==> config.mk <==
export PLATFORM = sky130hd
export DESIGN_NAME = lzd_front
export DESIGN_NICKNAME = d
export VERILOG_FILES = /design/src/rtl/lzd_pkg.sv /design/src/rtl/lzd_front.sv
export SDC_FILE = /design/constraint.sdc
export NUM_CORES = 1
export LEC_CHECK = 0
export ABC_CLOCK_PERIOD_IN_PS = 2200
export BUFFER_PORTS_ARGS = -buffer_cell sky130_fd_sc_hd__buf_2
export CORE_AREA = 2 2 60 62
export DETAILED_ROUTE_END_ITERATION = 8
export DIE_AREA = 0 0 62 64
export PLACE_DENSITY = 0.65
export SLEW_MARGIN = 15
export SYNTH_ARGS = -nofsm -noshare
export SYNTH_HDL_FRONTEND = slang
export SYNTH_SLANG_ARGS = --single-unit
==> constraint.sdc <==
create_clock -name clock -period 2.2 [get_ports clock]
set_input_delay 0.11 -clock clock [delete_from_list [all_inputs] [get_ports clock]]
set_output_delay 0.11 -clock clock [all_outputs]
set_load 0.005 [all_outputs]
==> src/rtl/lzd_pkg.sv <==
`default_nettype none
package lzd_pkg;

   localparam int WINDOW_DEPTH = 4096;
   localparam int WIN_AW       = $clog2(WINDOW_DEPTH);
   localparam int QUEUE_DEPTH  = 2;

   localparam logic [1:0] ACT_FEED  = 2'd0;
   localparam logic [1:0] ACT_DRAIN = 2'd1;
   localparam logic [1:0] ACT_START = 2'd2;
   localparam logic [1:0] ACT_NONE  = 2'd3;

   localparam logic [2:0] ST_OK       = 3'd0;
   localparam logic [2:0] ST_BUSY     = 3'd1;
   localparam logic [2:0] ST_BAD_HDR  = 3'd2;
   localparam logic [2:0] ST_BAD_REF  = 3'd3;
   localparam logic [2:0] ST_TRUNC    = 3'd4;

   localparam logic [2:0] HDR_DONE    = 3'd4;
   localparam logic [3:0] FLAG_EMPTY  = 4'd8;

   typedef struct packed {
      logic       feed;
      logic       drain;
      logic       start;
      logic [7:0] data;
      logic       last;
   } lzd_item_type;

endpackage
`default_nettype wire

==> src/rtl/lzd_front.sv <==
`default_nettype none
module lzd_front (
   input  wire                  clock,
   input  wire                  reset,
   input  wire                  req_tvalid,
   output logic                 req_tready,
   input  wire  [7:0]           req_tdata,
   input  wire  [1:0]           req_tuser,
   input  wire                  req_tlast,
   output logic                 q_valid,
   output lzd_pkg::lzd_item_type q_item,
   input  wire                  q_pop
);
   import lzd_pkg::*;

   lzd_item_type     mem_ff [QUEUE_DEPTH];
   logic             wp_ff, wp_in, rp_ff, rp_in;
   logic [1:0]       cnt_ff, cnt_in;
   lzd_item_type     cls;
   logic             push;

   always_comb begin
      cls.feed  = (req_tuser == ACT_FEED);
      cls.drain = (req_tuser == ACT_DRAIN);
      cls.start = (req_tuser == ACT_START);
      cls.data  = req_tdata;
      cls.last  = req_tlast;
   end

   assign req_tready = (cnt_ff != 2'(QUEUE_DEPTH));
   assign push       = req_tvalid && req_tready;
   assign q_valid    = (cnt_ff != 2'd0);
   assign q_item     = mem_ff[rp_ff];

   always_comb begin
      wp_in  = push ? ~wp_ff : wp_ff;
      rp_in  = q_pop ? ~rp_ff : rp_ff;
      cnt_in = cnt_ff + 2'(push) - 2'(q_pop);
   end

   always_ff @(posedge clock) begin
      if (reset) begin
         wp_ff  <= 1'b0;
         rp_ff  <= 1'b0;
         cnt_ff <= 2'd0;
      end else begin
         wp_ff  <= wp_in;
         rp_ff  <= rp_in;
         cnt_ff <= cnt_in;
      end
      if (push) begin
         mem_ff[wp_ff] <= cls;
      end
   end

   a_cnt_range: assert property (@(posedge clock) disable iff (reset)
      cnt_ff <= 2'(QUEUE_DEPTH)) else $error("queue count overflow");
   a_pop_nonempty: assert property (@(posedge clock) disable iff (reset)
      q_pop |-> q_valid) else $error("pop from empty queue");
   a_cnt_track: assert property (@(posedge clock) disable iff (reset)
      (push && !q_pop) |=> cnt_ff == $past(cnt_ff) + 2'd1) else $error("count lost push");

endmodule
`default_nettype wire

# After elaboration in Yosys (flattened, before gate mapping)
# Memories as Yosys holds them, arrays and structs flattened. A register that Yosys moved wholly into a read port is not among the register bits.
# Cells that the tools add are included.
[classes]
n_reduce_logical = 3
n_eq_ne = 3
addsub = 2
muxes = 4
bitwise = 2
[op_table]
columns = ["operator", "n"]
rows = [
  ["1-bit 2-to-1 mux", 4],
  ["2-bit by 1-bit adder with 2-bit output", 1],
  ["2-bit by 1-bit == test with 1-bit output, second input constant", 1],
  ["2-bit == test, second input constant", 1],
  ["2-bit zero test", 1],
  ["2-bit inequality test, second input constant", 1],
  ["1-bit NOT", 2],
  ["2-bit nonzero test", 1],
  ["2-bit by 1-bit subtractor with 2-bit output", 1],
  ["1-bit logical AND", 1],
]
[totals]
mem_count = 1
mem_bits_rw = 24
out_inout_bits = 14
ff_bits = 4
wordCells = 18
[memory_table]
columns = ["name", "depth", "width", "rd", "rd_clocked_by_memory_dff", "write_ports", "line", "rtl"]
rows = [
  ["mem_ff", 2, 12, 1, 1, 1, "lzd_front.sv:16", "lzd_item_type mem_ff [QUEUE_DEPTH];"],
]

# Longest topological paths before layout
[depth]
ltp_word = 4
mapped_depth = 7
ltp_nobuf = 7

# Least setup slack after synthesis
# Ideal clock, no wire load.
[synth_path]
path_kind = "register to register"
from = "reg cnt_ff[0]"
to = "reg cnt_ff[1]"
synth_period_minus_slack_ns = 1.585
setup_slack_ns = 0.615
path_stages_with_launch = 7
arrival_ns = 1.520
setup_ns = 0.065
path_cell_list = "dfxtp_1 > nand2b_1 > nand2_1 > xnor2_1 > ha_1 > or4b_1 > nand4b_1"
[synth_between]
elab_chain_len = 4
[synth_lines]
columns = ["item", "line", "rtl"]
rows = [
  ["start, declared", "lzd_front.sv:18", "logic [1:0] cnt_ff, cnt_in;"],
  ["start signal, assigned", "lzd_front.sv:49", "cnt_ff <= cnt_in;"],
  ["2-bit inequality test", "lzd_front.sv:30", "assign req_tready = (cnt_ff != 2'(QUEUE_DEPTH));"],
  ["net req_tready", "lzd_front.sv:6", "output logic req_tready,"],
  ["1-bit logical AND", "lzd_front.sv:31", "assign push = req_tvalid && req_tready;"],
  ["2-bit by 1-bit adder with 2-bit output", "lzd_front.sv:38", "cnt_in = cnt_ff + 2'(push) - 2'(q_pop);"],
  ["2-bit by 1-bit subtractor with 2-bit output", "lzd_front.sv:38", ""],
]
# The timed path passes the listed nets, and every way through them passes these cells.
# A chain may end at the register's enable or synchronous reset.

# Worst setup path in the final report
[layout_path]
from = "reg cnt_ff[0]"
to = "reg cnt_ff[1]"
[layout_between]
elab_chain_len = 4
[layout_lines]
columns = ["item", "line"]
rows = [
  ["2-bit inequality test", "lzd_front.sv:30"],
  ["1-bit logical AND", "lzd_front.sv:31"],
  ["2-bit by 1-bit adder with 2-bit output *", "lzd_front.sv:38"],
  ["2-bit by 1-bit subtractor with 2-bit output *", "lzd_front.sv:38"],
]
# Mark *: on every way between the ends. The rest lies on a longest branch, timed or not.

==> metrics.yaml <==
setup_path:
  r2r-start: "cnt_ff[0]$_SDFF_PP0_"
  crit_path_start_kind: "flip-flop"
  critPathRequiredTime_ns: 2.45
  worstSetupPathType: "reg2reg"
  cp-end-kind: "flip-flop"
  crit_start: "cnt_ff[0]$_SDFF_PP0_"
  worst_ep_arrival_time_ns: 1.96
  crit_fanout: 5
pwr:
  seqPwrFrac: 0.578
  total_power_uw: 1180
  combPwrFrac: 0.152
  cellPowerDensity_nw_per_um2: 798
  switching_share: 0.229
  p_switching_uw: 269
  power_frac_clock: 0.270
  internal_power_uw: 906
  leakage_uw: 0.000573
  ir_worst_vdd_uv: 301
global_routing:
  grt_max_degree: 13
  grt_pass1_wl_um: 2790
  grt_usage: 0.103
  grt_pass1_vias: 638
  overflow: 0
  antenna_found_initial: 0
timing:
  tightest_slew_ns: 0.586
  finalHoldViolCount: 0
  min_period_ns: 1.71
  fin_tns_setup_ns: 0
  rsz0062_at_grt: "no"
  skew_ns: 0.00601
  maxSlewHeadroom: 0.609
  slew_viol_final: 0
  setup_viol: 0
  layout_worst_path_cycle_share: 0.777
  timing.hold.ws_ns: 0.0325
  fmax_mhz: 585
synth:
  yosysWarnings: 0
  synth_top_family_by_area: "multiplexers"
  synth.largest_area_cell: "edfxtp_1"
  synthXorXnorAreaFrac: 0.0155
  yosys.area_share.simple: 0.0840
  synth_compound_area_frac: 0.0276
  synth_top_area_share: 0.636
  syn_nets: 85
  synth_adder_area_share: 0.0110
  synthCells: 69
  ys_ff_latch: 29
  yosys-top-cells-area: "edfxtp_1, dfxtp_1, mux2_1, mux2_2, nor2b_1"
  synth_area_um2: 1130
  synth-seq-area-share: 0.725
  syn_area_per_cell_um2: 16.4
  ys_types: 22
  synth_mux_area_frac: 0.119
drt:
  via_count: 718
  vias_per_cell: 4.52
  drc: 0
  wirelength_um: 1870
  wire_per_inst_um: 11.7
  first_pass_iters: 3
  drtIter0Drc: 23
  ant_nets: 0
finish:
  syn2layout_area_growth_pct: 30.2
  fin_cells: 159
  layout_commonest_cell: "buf_2"
  drive_above_1_share: 0.363
  nNetsFinal: 128
  num_antenna_cells: 0
  final_cell_mix: "buf_2, edfxtp_1, dlygate4sd3_1"
worst_hold_path:
  hold_path_startpoint: "reset"
  hold_path_class: "in2reg"
cts:
  path_clk_slew_ns: 0.08
  clockBufferDepth: 2
  clkSinkCount: 29
  worstSkewPairLatency_ns: 0.31
  cts_buffers: 5
  cts_root_buf: "clkbuf_4"
  cts-htree-levels: 2
  cts_resized: 0
  cts_tree: "done"
die:
  die_h_um: 64
  initial_core_util: 0.345
  die_area_um2: 3970
  fp-row-count: 21
  pin_count: 29
  chipWidth_um: 62
  design.core.area_um2: 3280
placement:
  place_congestion: 0.683
  portBuffers: 28
  place_hpwl_um: 1240
  dp.cells: 142
flow_run:
  cap_violations: 0
run_status:
  status: "finished clean"
==> timing repair <==
| item | 4_1_cts | 5_1_grt |
|---|---|---|
| hold buffers | 9 | 0 |
| setup buffers | 0 | 0 |
| endpoints found under the hold margin | 18 | 0 |
==> worst paths after layout <==
check | endpoint | slack (ns) | depth (start not counted)
max reg2reg | cnt_ff[1]$_SDFF_PP0_ | 0.49 | 6
min | wp_ff$_SDFFE_PP0P_ | 0.03 | 2
max | cnt_ff[1]$_SDFF_PP0_ | 0.49 | 6
min reg2reg | flip-flop | 0.52 | 2
==> synth_stat cells <==
master / count
edfxtp_1: 24
mux2_1: 6
mux2_2: 6
dfxtp_1: 5
inv_1: 4
nor2_1: 4
nor2b_1: 3
nand4_1: 2
xnor2_1: 2
a2111oi_0: 1
a21bo_1: 1
a21boi_1: 1
a21oi_1: 1
and3_1: 1
buf_2: 1
ha_1: 1
nand2_1: 1
nand2b_1: 1
nand3b_1: 1
nand4b_1: 1
or2_2: 1
or4b_1: 1
==> area by class of cell <==
type | instances | area [um^2]
Clock buffer | 8 | 58.8
Inverter | 4 | 15.0
Timing Repair Buffer | 37 | 230
Multi-Input combinational cell | 35 | 292
Tap cell | 46 | 57.6
Sequential cell | 29 | 821
Fill cell | 313 | 1810
==> worst max-delay path, cell delays in order (launching register included) <==
cell	delay, ns
dfxtp_1	0.37
nand2b_1	0.21
nand2_1	0.09
xnor2_1	0.13
ha_1	0.22
or4b_1	0.52
nand4b_1	0.11
==> registers in the layout, indices dropped and copies added (netlist names), named ones only <==
signal / count
cnt_ff: 2
mem_ff: 24
rp_ff: 1
wp_ff: 1
==> power groups by stage <==
stage          registers, uW  logic [uW]  clock network [uW]
2_1_floorplan            678         103                   0
3_3_place_gp             688         163                   0
3_5_place_dp             692         168                   0
4_1_cts                  679         182                 332
5_1_grt                  688         201                 353
6_report                 679         178                 318
==> cells by family after synthesis <==
logic type / Yosys count
flip-flops: 29
AND/OR/NAND/NOR: 16
multiplexers: 12
buffers and inverters: 5
AO/OA/AOI/OAI: 4
XOR/XNOR: 2
adder cells (fa/ha/maj): 1
==> per-stage QoR <==
stage	area, um^2	setup WS (ns)	util
floorplan	1130	0.615	-
global placement	1330	0.614	0.403
detailed placement	1330	0.521	0.403
CTS	1470	0.498	0.449
global route	1470	0.335	0.449
finish	1470	0.490	0.449
==> metal layers <==
metal  up-vias  track usage  routed length, um
li1        346            -                  -
met1       341        0.121                828
met2        25        0.146                883
met3         6       0.0425                113
met4         0       0.0718                 40
met5         -            0                  0
Power figures use the tool's default switching activity.
